**src/adctf_pkg.sv**
```systemverilog
`default_nettype none

package adctf_pkg;

    // Default parameter values.
    localparam int TAPS_DEFAULT      = 31;
    localparam int COEF_BITS_DEFAULT = 16;

    // Field and register widths.
    localparam int SAMPLE_W = 12;
    localparam int TEMP_W   = 16;
    localparam int GAIN_W   = 16;
    localparam int CFG_W    = 16;
    localparam int CFG_IDX_W = 1;

    // Coefficients are held at 24 fraction bits; 25 signed bits cover every entry.
    localparam int COEF_COUNT = 31;
    localparam int TABLE_FRAC = 24;
    localparam int COEF_W     = 25;
    localparam int PROD_W     = TEMP_W + COEF_W;
    localparam int ACC_W      = 48;

    localparam logic [SAMPLE_W-1:0] ADC_OFFSET_RESET = 12'd1030;
    localparam logic [GAIN_W-1:0]   ADC_GAIN_RESET   = 16'd1199;

    localparam logic [CFG_IDX_W-1:0] REG_ADC_OFFSET = 1'b0;
    localparam logic [CFG_IDX_W-1:0] REG_ADC_GAIN   = 1'b1;

    // Symmetric windowed-sinc low-pass set, units of 2^-24.
    localparam logic signed [COEF_W-1:0] COEF_TABLE [COEF_COUNT] = '{
        -25'sd18218, -25'sd13761, -25'sd6710, 25'sd10188, 25'sd45159, 25'sd105891,
        25'sd197942, 25'sd323330, 25'sd479576, 25'sd659398, 25'sd851149,
        25'sd1039975, 25'sd1209555, 25'sd1344154, 25'sd1430701, 25'sd1460556,
        25'sd1430701, 25'sd1344154, 25'sd1209555, 25'sd1039975, 25'sd851149,
        25'sd659398, 25'sd479576, 25'sd323330, 25'sd197942, 25'sd105891,
        25'sd45159, 25'sd10188, -25'sd6710, -25'sd13761, -25'sd18218
    };

    // Coefficient n rounded half up to coef_bits fraction bits; zero past the table.
    function automatic logic signed [COEF_W-1:0] coef_value(input int unsigned n,
                                                             input int coef_bits);
        int s;
        int c;
        logic signed [COEF_W-1:0] r;
        s = TABLE_FRAC - coef_bits;
        if (n >= COEF_COUNT) begin
            r = '0;
        end else begin
            c = int'(COEF_TABLE[n]);
            if (s > 0) begin
                c = (c + (1 <<< (s - 1))) >>> s;
            end
            r = COEF_W'(c);
        end
        return r;
    endfunction

    function automatic logic signed [TEMP_W-1:0] sat16(input logic signed [ACC_W-1:0] v);
        logic signed [TEMP_W-1:0] r;
        if (v > ACC_W'(32767)) begin
            r = 16'sh7fff;
        end else if (v < -ACC_W'(32768)) begin
            r = 16'sh8000;
        end else begin
            r = v[TEMP_W-1:0];
        end
        return r;
    endfunction

    // Commands from the controller to the datapath.
    typedef struct packed {
        logic load_sample;
        logic multiply;
        logic convert;
        logic read_tap;
        logic load_out;
    } ctrl_cmd_t;

    // Status from the datapath to the controller.
    typedef struct packed {
        logic last_tap;
        logic mac_busy;
        logic out_free;
    } dp_status_t;

endpackage

`default_nettype wire

```
**src/adctf_ctrl.sv**
```systemverilog
`default_nettype none

module adctf_ctrl
    import adctf_pkg::*;
(
    input  wire logic       aclk,
    input  wire logic       aresetn,
    input  wire logic       s_tvalid,
    output logic            s_tready,
    input  wire dp_status_t status,
    output ctrl_cmd_t       cmd
);

    typedef enum logic [5:0] {
        ST_IDLE  = 6'b000001,
        ST_MUL   = 6'b000010,
        ST_CONV  = 6'b000100,
        ST_MAC   = 6'b001000,
        ST_DRAIN = 6'b010000,
        ST_FIN   = 6'b100000
    } state_t;

    state_t state_reg;
    state_t state_next;

    always_ff @(posedge aclk) begin
        if (!aresetn) begin
            state_reg <= ST_IDLE;
        end else begin
            state_reg <= state_next;
        end
    end

    always_comb begin
        state_next = state_reg;
        cmd        = '0;
        s_tready   = 1'b0;
        unique case (state_reg)
            ST_IDLE: begin
                s_tready = 1'b1;
                if (s_tvalid) begin
                    cmd.load_sample = 1'b1;
                    state_next      = ST_MUL;
                end
            end
            ST_MUL: begin
                cmd.multiply = 1'b1;
                state_next   = ST_CONV;
            end
            ST_CONV: begin
                cmd.convert = 1'b1;
                state_next  = ST_MAC;
            end
            ST_MAC: begin
                cmd.read_tap = 1'b1;
                if (status.last_tap) begin
                    state_next = ST_DRAIN;
                end
            end
            ST_DRAIN: begin
                if (!status.mac_busy) begin
                    state_next = ST_FIN;
                end
            end
            ST_FIN: begin
                // Hold the finished sum until the output register can take it.
                if (status.out_free) begin
                    cmd.load_out = 1'b1;
                    state_next   = ST_IDLE;
                end
            end
            default: begin
                state_next = ST_IDLE;
            end
        endcase
    end

endmodule

`default_nettype wire

```
**src/adctf_dp.sv**
```systemverilog
`default_nettype none

module adctf_dp
    import adctf_pkg::*;
#(
    parameter int TAPS      = TAPS_DEFAULT,
    parameter int COEF_BITS = COEF_BITS_DEFAULT
) (
    input  wire logic                  aclk,
    input  wire logic                  aresetn,
    input  wire logic [SAMPLE_W-1:0]   adc_sample,
    input  wire logic                  cfg_wr_en,
    input  wire logic [CFG_IDX_W-1:0]  cfg_index,
    input  wire logic [CFG_W-1:0]      cfg_wr_data,
    input  wire ctrl_cmd_t             cmd,
    output dp_status_t                 status,
    output logic                       m_tvalid,
    input  wire logic                  m_tready,
    output logic [2*TEMP_W-1:0]        m_tdata
);

    localparam int PW = $clog2(TAPS);
    localparam logic [PW-1:0] LAST_POS = PW'(TAPS - 1);
    localparam logic signed [ACC_W-1:0] ACC_HALF = ACC_W'(1) <<< (COEF_BITS - 1);
    localparam logic signed [ACC_W-1:0] CONV_HALF = ACC_W'(128);

    // Configuration registers.
    logic [SAMPLE_W-1:0] offset_reg;
    logic [GAIN_W-1:0]   gain_reg;

    always_ff @(posedge aclk) begin
        if (!aresetn) begin
            offset_reg <= ADC_OFFSET_RESET;
            gain_reg   <= ADC_GAIN_RESET;
        end else if (cfg_wr_en) begin
            unique case (cfg_index)
                REG_ADC_OFFSET: offset_reg <= cfg_wr_data[SAMPLE_W-1:0];
                REG_ADC_GAIN:   gain_reg   <= cfg_wr_data[GAIN_W-1:0];
                default: ;
            endcase
        end
    end

    // Conversion: (sample - offset) * gain, then round to Q8.8.
    logic [SAMPLE_W-1:0]       sample_reg;
    logic signed [SAMPLE_W:0]  diff;
    logic signed [29:0]        conv_prod_reg;
    logic signed [ACC_W-1:0]   conv_rnd;
    logic signed [TEMP_W-1:0]  conv_now;
    logic signed [TEMP_W-1:0]  now_reg;

    assign diff     = $signed({1'b0, sample_reg}) - $signed({1'b0, offset_reg});
    assign conv_rnd = (ACC_W'(conv_prod_reg) + CONV_HALF) >>> 8;
    assign conv_now = sat16(conv_rnd);

    always_ff @(posedge aclk) begin
        if (cmd.load_sample) begin
            sample_reg <= adc_sample;
        end
        if (cmd.multiply) begin
            conv_prod_reg <= diff * $signed({1'b0, gain_reg});
        end
        if (cmd.convert) begin
            now_reg <= conv_now;
        end
    end

    // Delay line memory with per-entry valid bits standing in for the cleared reset state.
    logic signed [TEMP_W-1:0] line_mem [TAPS];
    logic [TAPS-1:0]          valid_reg;
    logic [PW-1:0]            pos_reg;
    logic [PW-1:0]            rd_ptr_reg;
    logic [PW-1:0]            tap_n_reg;

    always_ff @(posedge aclk) begin
        if (cmd.convert) begin
            line_mem[pos_reg] <= conv_now;
        end
    end

    always_ff @(posedge aclk) begin
        if (!aresetn) begin
            valid_reg  <= '0;
            pos_reg    <= '0;
            rd_ptr_reg <= '0;
            tap_n_reg  <= '0;
        end else begin
            if (cmd.convert) begin
                valid_reg[pos_reg] <= 1'b1;
                rd_ptr_reg         <= pos_reg;
                tap_n_reg          <= '0;
                pos_reg            <= (pos_reg == LAST_POS) ? '0 : pos_reg + 1'b1;
            end else if (cmd.read_tap) begin
                rd_ptr_reg <= (rd_ptr_reg == '0) ? LAST_POS : rd_ptr_reg - 1'b1;
                tap_n_reg  <= tap_n_reg + 1'b1;
            end
        end
    end

    // Multiply-accumulate pipeline: read, multiply, accumulate.
    logic signed [TEMP_W-1:0] rd_data_reg;
    logic                     rd_valid_reg;
    logic [PW-1:0]            rd_n_reg;
    logic                     a_vld_reg;
    logic signed [PROD_W-1:0] prod_reg;
    logic                     b_vld_reg;
    logic signed [ACC_W-1:0]  acc_reg;
    logic signed [TEMP_W-1:0] tap_sample;

    assign tap_sample = rd_valid_reg ? rd_data_reg : '0;

    always_ff @(posedge aclk) begin
        if (cmd.read_tap) begin
            rd_data_reg <= line_mem[rd_ptr_reg];
        end
    end

    always_ff @(posedge aclk) begin
        if (cmd.read_tap) begin
            rd_valid_reg <= valid_reg[rd_ptr_reg];
            rd_n_reg     <= tap_n_reg;
        end
        if (a_vld_reg) begin
            prod_reg <= tap_sample * coef_value(int'(rd_n_reg), COEF_BITS);
        end
        if (cmd.convert) begin
            acc_reg <= '0;
        end else if (b_vld_reg) begin
            acc_reg <= acc_reg + ACC_W'(prod_reg);
        end
    end

    always_ff @(posedge aclk) begin
        if (!aresetn) begin
            a_vld_reg <= 1'b0;
            b_vld_reg <= 1'b0;
        end else begin
            a_vld_reg <= cmd.read_tap;
            b_vld_reg <= a_vld_reg;
        end
    end

    // Output register.
    logic signed [ACC_W-1:0]  acc_rnd;
    logic                     out_vld_reg;
    logic [2*TEMP_W-1:0]      out_data_reg;

    assign acc_rnd = (acc_reg + ACC_HALF) >>> COEF_BITS;

    always_ff @(posedge aclk) begin
        if (!aresetn) begin
            out_vld_reg <= 1'b0;
        end else if (cmd.load_out) begin
            out_vld_reg <= 1'b1;
        end else if (m_tready) begin
            out_vld_reg <= 1'b0;
        end
    end

    always_ff @(posedge aclk) begin
        if (cmd.load_out) begin
            out_data_reg <= {sat16(acc_rnd), now_reg};
        end
    end

    assign m_tvalid = out_vld_reg;
    assign m_tdata  = out_data_reg;

    assign status.last_tap = (tap_n_reg == LAST_POS);
    assign status.mac_busy = a_vld_reg | b_vld_reg;
    assign status.out_free = !out_vld_reg || m_tready;

endmodule

`default_nettype wire

```
**src/adc_temperature_fir_lowpass_unit.sv**
```systemverilog
// Channel   Direction  Beat contents (low bits first)
// s_        in         tdata[11:0] adc_sample, tdata[15:12] zero
// m_        out        tdata[15:0] temp_now, tdata[31:16] temp_filtered
// cfg_      in         index 0 adc_offset, index 1 adc_gain; one write per asserted cfg_wr_en
//
// A sample is converted, then filtered by the single shared multiply-accumulate, which reads one
// delay line entry per cycle from the sample memory; then the pipeline drains.
// Reset is synchronous and active low; it restores the configuration registers and marks the line empty.
// The result waits in an output register, so a new sample is taken while it is unread;
// the filter stalls only when a second result is ready before the first has left.
`default_nettype none

module adc_temperature_fir_lowpass_unit
    import adctf_pkg::*;
#(
    parameter int TAPS      = TAPS_DEFAULT,
    parameter int COEF_BITS = COEF_BITS_DEFAULT
) (
    input  wire logic                  aclk,
    input  wire logic                  aresetn,
    input  wire logic                  s_tvalid,
    output logic                       s_tready,
    input  wire logic [15:0]           s_tdata,     // [11:0] adc_sample
    output logic                       m_tvalid,
    input  wire logic                  m_tready,
    output logic [2*TEMP_W-1:0]        m_tdata,     // [15:0] temp_now, [31:16] temp_filtered
    input  wire logic                  cfg_wr_en,
    input  wire logic [CFG_IDX_W-1:0]  cfg_index,
    input  wire logic [CFG_W-1:0]      cfg_wr_data
);

    ctrl_cmd_t  cmd;
    dp_status_t status;

    adctf_ctrl u_ctrl (
        .aclk     (aclk),
        .aresetn  (aresetn),
        .s_tvalid (s_tvalid),
        .s_tready (s_tready),
        .status   (status),
        .cmd      (cmd)
    );

    adctf_dp #(
        .TAPS      (TAPS),
        .COEF_BITS (COEF_BITS)
    ) u_dp (
        .aclk        (aclk),
        .aresetn     (aresetn),
        .adc_sample  (s_tdata[SAMPLE_W-1:0]),
        .cfg_wr_en   (cfg_wr_en),
        .cfg_index   (cfg_index),
        .cfg_wr_data (cfg_wr_data),
        .cmd         (cmd),
        .status      (status),
        .m_tvalid    (m_tvalid),
        .m_tready    (m_tready),
        .m_tdata     (m_tdata)
    );

endmodule

`default_nettype wire

```
**config.mk**
```make
export PLATFORM = sky130hd
export DESIGN_NAME = adc_temperature_fir_lowpass_unit
export DESIGN_NICKNAME = d
export VERILOG_FILES = /design/src/adctf_pkg.sv /design/src/adctf_ctrl.sv /design/src/adctf_dp.sv /design/src/adc_temperature_fir_lowpass_unit.sv
export SDC_FILE = /design/constraint.sdc
export NUM_CORES = 2
export LEC_CHECK = 0
export BUFFER_PORTS_ARGS = -buffer_cell sky130_fd_sc_hd__buf_2
export CORE_UTILIZATION = 29
export DETAILED_ROUTE_END_ITERATION = 6
export GPL_TIMING_DRIVEN = 0
export PLACE_DENSITY_LB_ADDON = 0.05
export SLEW_MARGIN = 20
export SYNTH_ARGS = -nofsm -noshare
export SYNTH_HDL_FRONTEND = slang
export SYNTH_HIERARCHICAL = 1
export SYNTH_SLANG_ARGS = --single-unit
```
**constraint.sdc**
```tcl
create_clock -name aclk -period 27.1 [get_ports aclk]
set_clock_uncertainty 0.05 [all_clocks]
set_input_delay 2.71 -clock aclk [delete_from_list [all_inputs] [get_ports aclk]]
set_output_delay 2.71 -clock aclk [all_outputs]
set_load 0.01 [all_outputs]
```
---- Yosys cells after proc, flatten, opt, wreduce, memory -nomap -nowiden ----
Memory sizes are Yosys's and may differ from the RTL's. A register that Yosys moved wholly into a read port is not among the register bits.
Index checks and enable logic that the tools add are counted.
cells by class
  bitwise operators ....................... 5
  add/subtract/negate cells ............... 8
  order comparisons ....................... 9
  reductions and logical operators ........ 10
  multiply operators ...................... 2
  muxes and demuxes ....................... 33
  eq/ne operators ......................... 12
operator list
  operator                                                                           count
  25-bit 2-to-1 mux                                                                  4
  16-bit 2-to-1 mux                                                                  4
  48-bit by 17-bit adder with 48-bit output, second input constant                   1
  48-bit by 41-bit adder with 48-bit output                                          1
  16-bit by 25-bit multiplier with 41-bit output                                     1
  6-bit one-hot mux with 6 select lines                                              1
  33-bit by 6-bit >= comparator with 1-bit output, second input constant             1
  5-bit NOT with 33-bit output                                                       1
  32-bit by 16-bit greater-than comparator with 1-bit output, second input constant  1
  32-bit by 16-bit < comparator with 1-bit output, second input constant             1
  30-bit by 9-bit adder with 31-bit output, second input constant                    1
  31-bit OR                                                                          1
  13-bit by 17-bit multiplier with 30-bit output                                     1
  25-bit by 9-bit adder with 26-bit output, second input constant                    1
  6-bit 2-to-1 mux                                                                   4
  23-bit by 16-bit greater-than comparator with 1-bit output, second input constant  1
  23-bit by 16-bit < comparator with 1-bit output, second input constant             1
  5-bit 2-to-1 mux                                                                   4
  1-bit 2-to-1 mux                                                                   14
  12-bit by 12-bit subtractor with 13-bit output                                     1
  5-bit by 6-bit < comparator with 1-bit output, second input constant               2
  5-bit by 1-bit adder with 5-bit output, second input constant                      2
  5-bit == test, second input constant                                               2
  2-bit inequality test, second input constant                                       4
  other kinds (21)                                                                   24
word-level totals
  RAM bits ................................ 496
  bits of input ports ..................... 38
  output and inout bits ................... 34
  memories ................................ 2
  memory bits (read-only) ................. 800
  word-level logic and storage cells ...... 100
  register bits after elaboration ......... 268
memories
  name              depth  width  read ports  clocked after Yosys merged registers in  write ports  line             RTL
  (name not given)  32     25     1           0                                        0            adctf_pkg.sv:49  c = int'(COEF_TABLE[n]);
  u_dp.line_mem     31     16     1           1                                        1            adctf_dp.sv:69   logic signed [TEMP_W-1:0] line_mem [TAPS];

---- Depth between registers and ports, before layout ----
  depth in word-level cells ............... 8
  mapped depth ............................ 35
  mapped depth without buffers ............ 35

---- Cells and area by module ----
Netlist, hierarchy kept.
by module, submodules not included
  module      cells an instance  area each (sq um)  times used  seq. area each (sq um)
  adctf_dp    4,386              52,102.5           1           21,780.9
  adctf_ctrl  40                 351.6              1           120.1

---- Worst setup path after synthesis ----
No wires, ideal clock.
  path kind ............................... reg-to-reg
  start point ............................. register u_dp.rd_n_reg[1]
  end point ............................... register u_dp.prod_reg[35] (data pin)
  clock period less this slack ............ 8,695 ps
  setup time .............................. 260 ps
  path slack .............................. 18,405 ps
  stages on the path, launching flop included .. 33
  required time ........................... 26,790 ps
  buffers on the path ..................... 2
  data arrival time ....................... 8,385 ps
  path through ............................ edfxtp_1 buf_2 inv_1 ha_1 inv_1 mux4_2 mux2i_1 ha_1 nand2_1 or4_4 nor3_1 or2_1 buf_2 nand3_1 fa_1 fa_1 fa_1 inv_1 fa_1 fa_1 inv_1 fa_1 inv_1 ha_1 a21o_1 a21oi_1 o21ai_0 a2111oi_0 o21ai_0 a2111oi_0 o41ai_1 a21oi_1 xnor2_1
on the way
  word-level cells in the longest chain between the ends .. 8
  elaborated cells on any way between the ends .. 9
  classes of those cells .................. add/sub: 1; mul: 1; order compare: 1; mux: 4; bitwise: 1; memory: 1
ends and longest elaborated chain
  item                                                   line             RTL
  from (decl)                                            adctf_dp.sv:103  logic [PW-1:0] rd_n_reg;
  from (signal assigned)                                 adctf_dp.sv:121  rd_n_reg <= tap_n_reg;
  5-bit NOT with 33-bit output (not written as such)     adctf_pkg.sv:49
  memory 32 x 25 bit                                     -
  25-bit 2-to-1 mux (not written as such) (2 in series)  adctf_pkg.sv:49
  25-bit by 9-bit adder with 26-bit output               adctf_pkg.sv:51  c = (c + (1 <<< (s - 1))) >>> s;
  25-bit 2-to-1 mux *                                    adctf_pkg.sv:46  if (n >= COEF_COUNT) begin
  25-bit 2-to-1 mux *                                    adctf_dp.sv:123  if (a_vld_reg) begin
  16-bit by 25-bit multiplier with 41-bit output *       adctf_dp.sv:124  prod_reg <= tap_sample * coef_value(int'(rd_n_reg), COEF_BITS);
  to (signal assigned)                                   adctf_dp.sv:124
  to (decl)                                              adctf_dp.sv:105  logic signed [PROD_W-1:0] prod_reg;
Every way passes the cells marked *; elsewhere a longest branch is shown, timed or not. The select of a mux whose other input is x is not followed.
A chain may end at the register's enable or synchronous reset.

---- Worst setup path after layout ----
  start point ............................. register u_dp.rd_n_reg[0]
  end point ............................... register u_dp.prod_reg[35] (data pin)
The elaborated chain is that of the path after synthesis.

==> results.py <==
metrics = {
    "outcome": {
        "outcome": "completed",
    },
    "clocking": {
        "holdBufCountCts": 0,
        "cts_buffer_depth": 3,
        "cts_tree": "yes",
        "cts_setup_buffers": 0,
        "cts_resized": 0,
        "clkLatencyLatePin_ns": 0.75,
        "cts.sinks": 773,
        "cts_root_buf": "clkbuf_16",
        "cts_buffers": 93,
        "clk_pin_slew_ns": 0.06,
        "htree_num_levels": 3,
    },
    "setup_path": {
        "crit_type": "flip-flop to flip-flop",
        "cp_slowest_cell": "edfxtp_1",
        "slowest_delay_ns": 0.62,
        "cpLargestDelayFamily": "adder cells",
        "crit_top_cell": "fa_1",
        "required_ns": 27.49,
        "crit_path_end_kind": "flip-flop",
        "crit_buf_inv": 6,
        "arrival_ns": 10.77,
        "crit_fanout": 11,
        "startpoint_type": "flip-flop",
    },
    "synthesis": {
        "ys_seq_area_frac": 0.418,
        "yosys.area_share.simple": 0.109,
        "yosysWarnings": 6,
        "yosysUniqueCellTypes": 91,
        "synth_nets": 5191,
        "synth-seq-cells": 773,
        "synthFlopType": "edfxtp_1",
        "syn_area_sq_um": 52500,
        "synth_compound_area_frac": 0.0677,
        "synth_edf_count": 642,
        "syn_avg_cell_area_sq_um": 11.9,
        "synthCells": 4426,
        "synthXorXnorAreaFrac": 0.0259,
        "async_flop_share": 0,
        "muxShareOfSynthArea": 0.0844,
        "synth_fa_ha_area_frac": 0.239,
        "synth_top_family_by_area": "adder cells",
    },
    "timing": {
        "fin_crit_ns": 10.38,
        "setup_tns_ns": 0,
        "maxSlewViolCount": 0,
        "min_period_over_period": 0.383,
        "tightestPinTransition_ns": 1.16,
        "grt_setup_unrepaired": "no",
        "hold_violations": 0,
        "finalSetupViolations": 0,
        "slew_headroom": 0.223,
        "max_freq_mhz": 96.3,
    },
    "final_layout": {
        "area.growth.synth_to_final_pct": 15.1,
        "drive_above_1_share": 0.122,
        "final_cell_mix": "642 x edfxtp_1, 572 x inv_1, 460 x fa_1",
        "final_common_cell": "edfxtp_1",
        "final_cells": 7070,
        "nets": 5405,
        "largest_reg_flops": 496,
        "utilization": 0.337,
    },
    "route": {
        "topRoutingLayerUsed": "met5",
        "wl_um": 159000,
        "via_per_inst": 4.78,
        "dr_wl_met2_um": 79800,
        "drtPass1Iterations": 5,
        "drt-met1-wl_um": 71500,
        "drc": 0,
        "wl_met3_um": 4960,
        "wl_per_cell_um": 22.6,
        "first_iter_violations": 1849,
        "vias": 33800,
        "antenna_left": 0,
    },
    "placement": {
        "dp.cells": 6900,
        "dp_hpwl_um": 123000,
        "gp_congestion": 0.780,
        "io_buffers": 67,
    },
    "floorplan": {
        "start_util": 0.293,
        "rows": 155,
        "die_y_um": 427,
        "die_w_um": 427,
        "dieArea_sq_um": 183000,
        "ios": 72,
        "coreArea_sq_um": 179000,
    },
    "global_route": {
        "track_usage": 0.178,
        "grt_pass1_vias": 35400,
        "grt.overflow.total": 0,
        "antenna_found_initial": 7,
        "grt_first_pass_wirelength_um": 238000,
        "grt_max_degree": 33,
    },
    "power": {
        "p_leak_uw": 0.0235,
        "p_total_uw": 4510,
        "ir_drop_v": 0.000194,
        "p_per_area_nw_per_um2": 74.6,
    },
    "hold_path": {
        "min_path_type": "flip-flop to flip-flop",
    },
    "flow_run": {
        "maxCapViolCount": 0,
    },
}
worst reg2reg max path: cells and delay by family (launching register included):
family                   cells  cell delay, ns
multiplexers                 2            0.69
AO/OA/AOI/OAI                9            2.27
adder cells (fa/ha/maj)      9            4.20
flip-flops                   1            0.62
AND/OR/NAND/NOR              3            1.18
XOR/XNOR                     1            0.10
buffers and inverters        6            0.99
worst paths after layout:
kind,startpoint,end,slack (ns),depth (start not counted)
setup / recovery,u_dp/rd_n_reg[0],u_dp/prod_reg[35],16.72,30
setup reg to reg,u_dp/rd_n_reg[0],u_dp/prod_reg[35],16.72,30
hold reg to reg,u_dp/now_reg[9],u_dp/m_tdata[9],0.36,0
hold / removal,u_dp/now_reg[9],u_dp/m_tdata[9],0.36,0
cell usage after synthesis (17+ instances only):
cell	instances	area, sq um
o21a_1	53	398
buf_1	27	101
xor2_1	64	561
ha_1	267	3340
edfxtp_1	642	19300
nor2_1	318	1190
nor2b_1	41	257
nand3_1	105	526
fa_1	460	9210
o211ai_1	19	143
mux4_2	160	3600
or2_2	23	144
nand4_1	41	257
xnor2_1	91	797
dfxtp_1	131	2620
a31oi_1	21	131
o21bai_1	17	128
nor3_1	74	370
mux2i_1	46	460
a21boi_0	27	203
mux2_2	31	349
nand2_1	397	1490
clkbuf_1	159	597
o21ai_0	109	546
a21oi_1	129	646
nand2b_1	32	200
inv_1	573	2150
a21o_1	69	518
and2_1	89	557
per-layer routing:
layer  vias up  GRT usage
li1      15700          -
met1     17400      0.236
met2       486      0.305
met3       162     0.0232
met4         2     0.0409
met5         -          0
cells by family (layout without fill, tap and decap cells):
family                   Yosys count  after routing
buffers and inverters            776           1064
flip-flops                       773            773
AO/OA/AOI/OAI                    542            542
AND/OR/NAND/NOR                 1215           1215
XOR/XNOR                         155            155
adder cells (fa/ha/maj)          727            727
other                              0              1
multiplexers                     238            238
metrics by stage:
step           hold WS [ns]  setup slack [ns]  cell area (sq um)
3_5_place_dp          0.356             16.67              57300
3_3_place_gp          0.353             16.59              55700
6_report              0.364             16.72              60400
5_1_grt               0.374             15.91              60400
2_1_floorplan         0.350             18.41              52500
4_1_cts               0.362             16.59              60400
final cells by class:
type | count | area, sq um
fillers | 18100 | 119000
multi-input cells | 2877 | 28000
flip-flops and latches | 773 | 21900
well taps | 2355 | 2950
clock buffers | 120 | 2480
inverters | 574 | 2150
repair buffers | 119 | 1470
plain buffers | 202 | 818
clock inverters | 49 | 587
diodes | 1 | 2.50
power by group:
group / leakage, uW / switching, uW / internal [uW] / total [uW]
logic: 0.0152 / 1010 / 807 / 1810
clock network: 0.00149 / 529 / 727 / 1260
registers: 0.00677 / 17.5 / 1420 / 1440
total: 0.0235 / 1550 / 2950 / 4510
(Power assumes the default switching activity.)
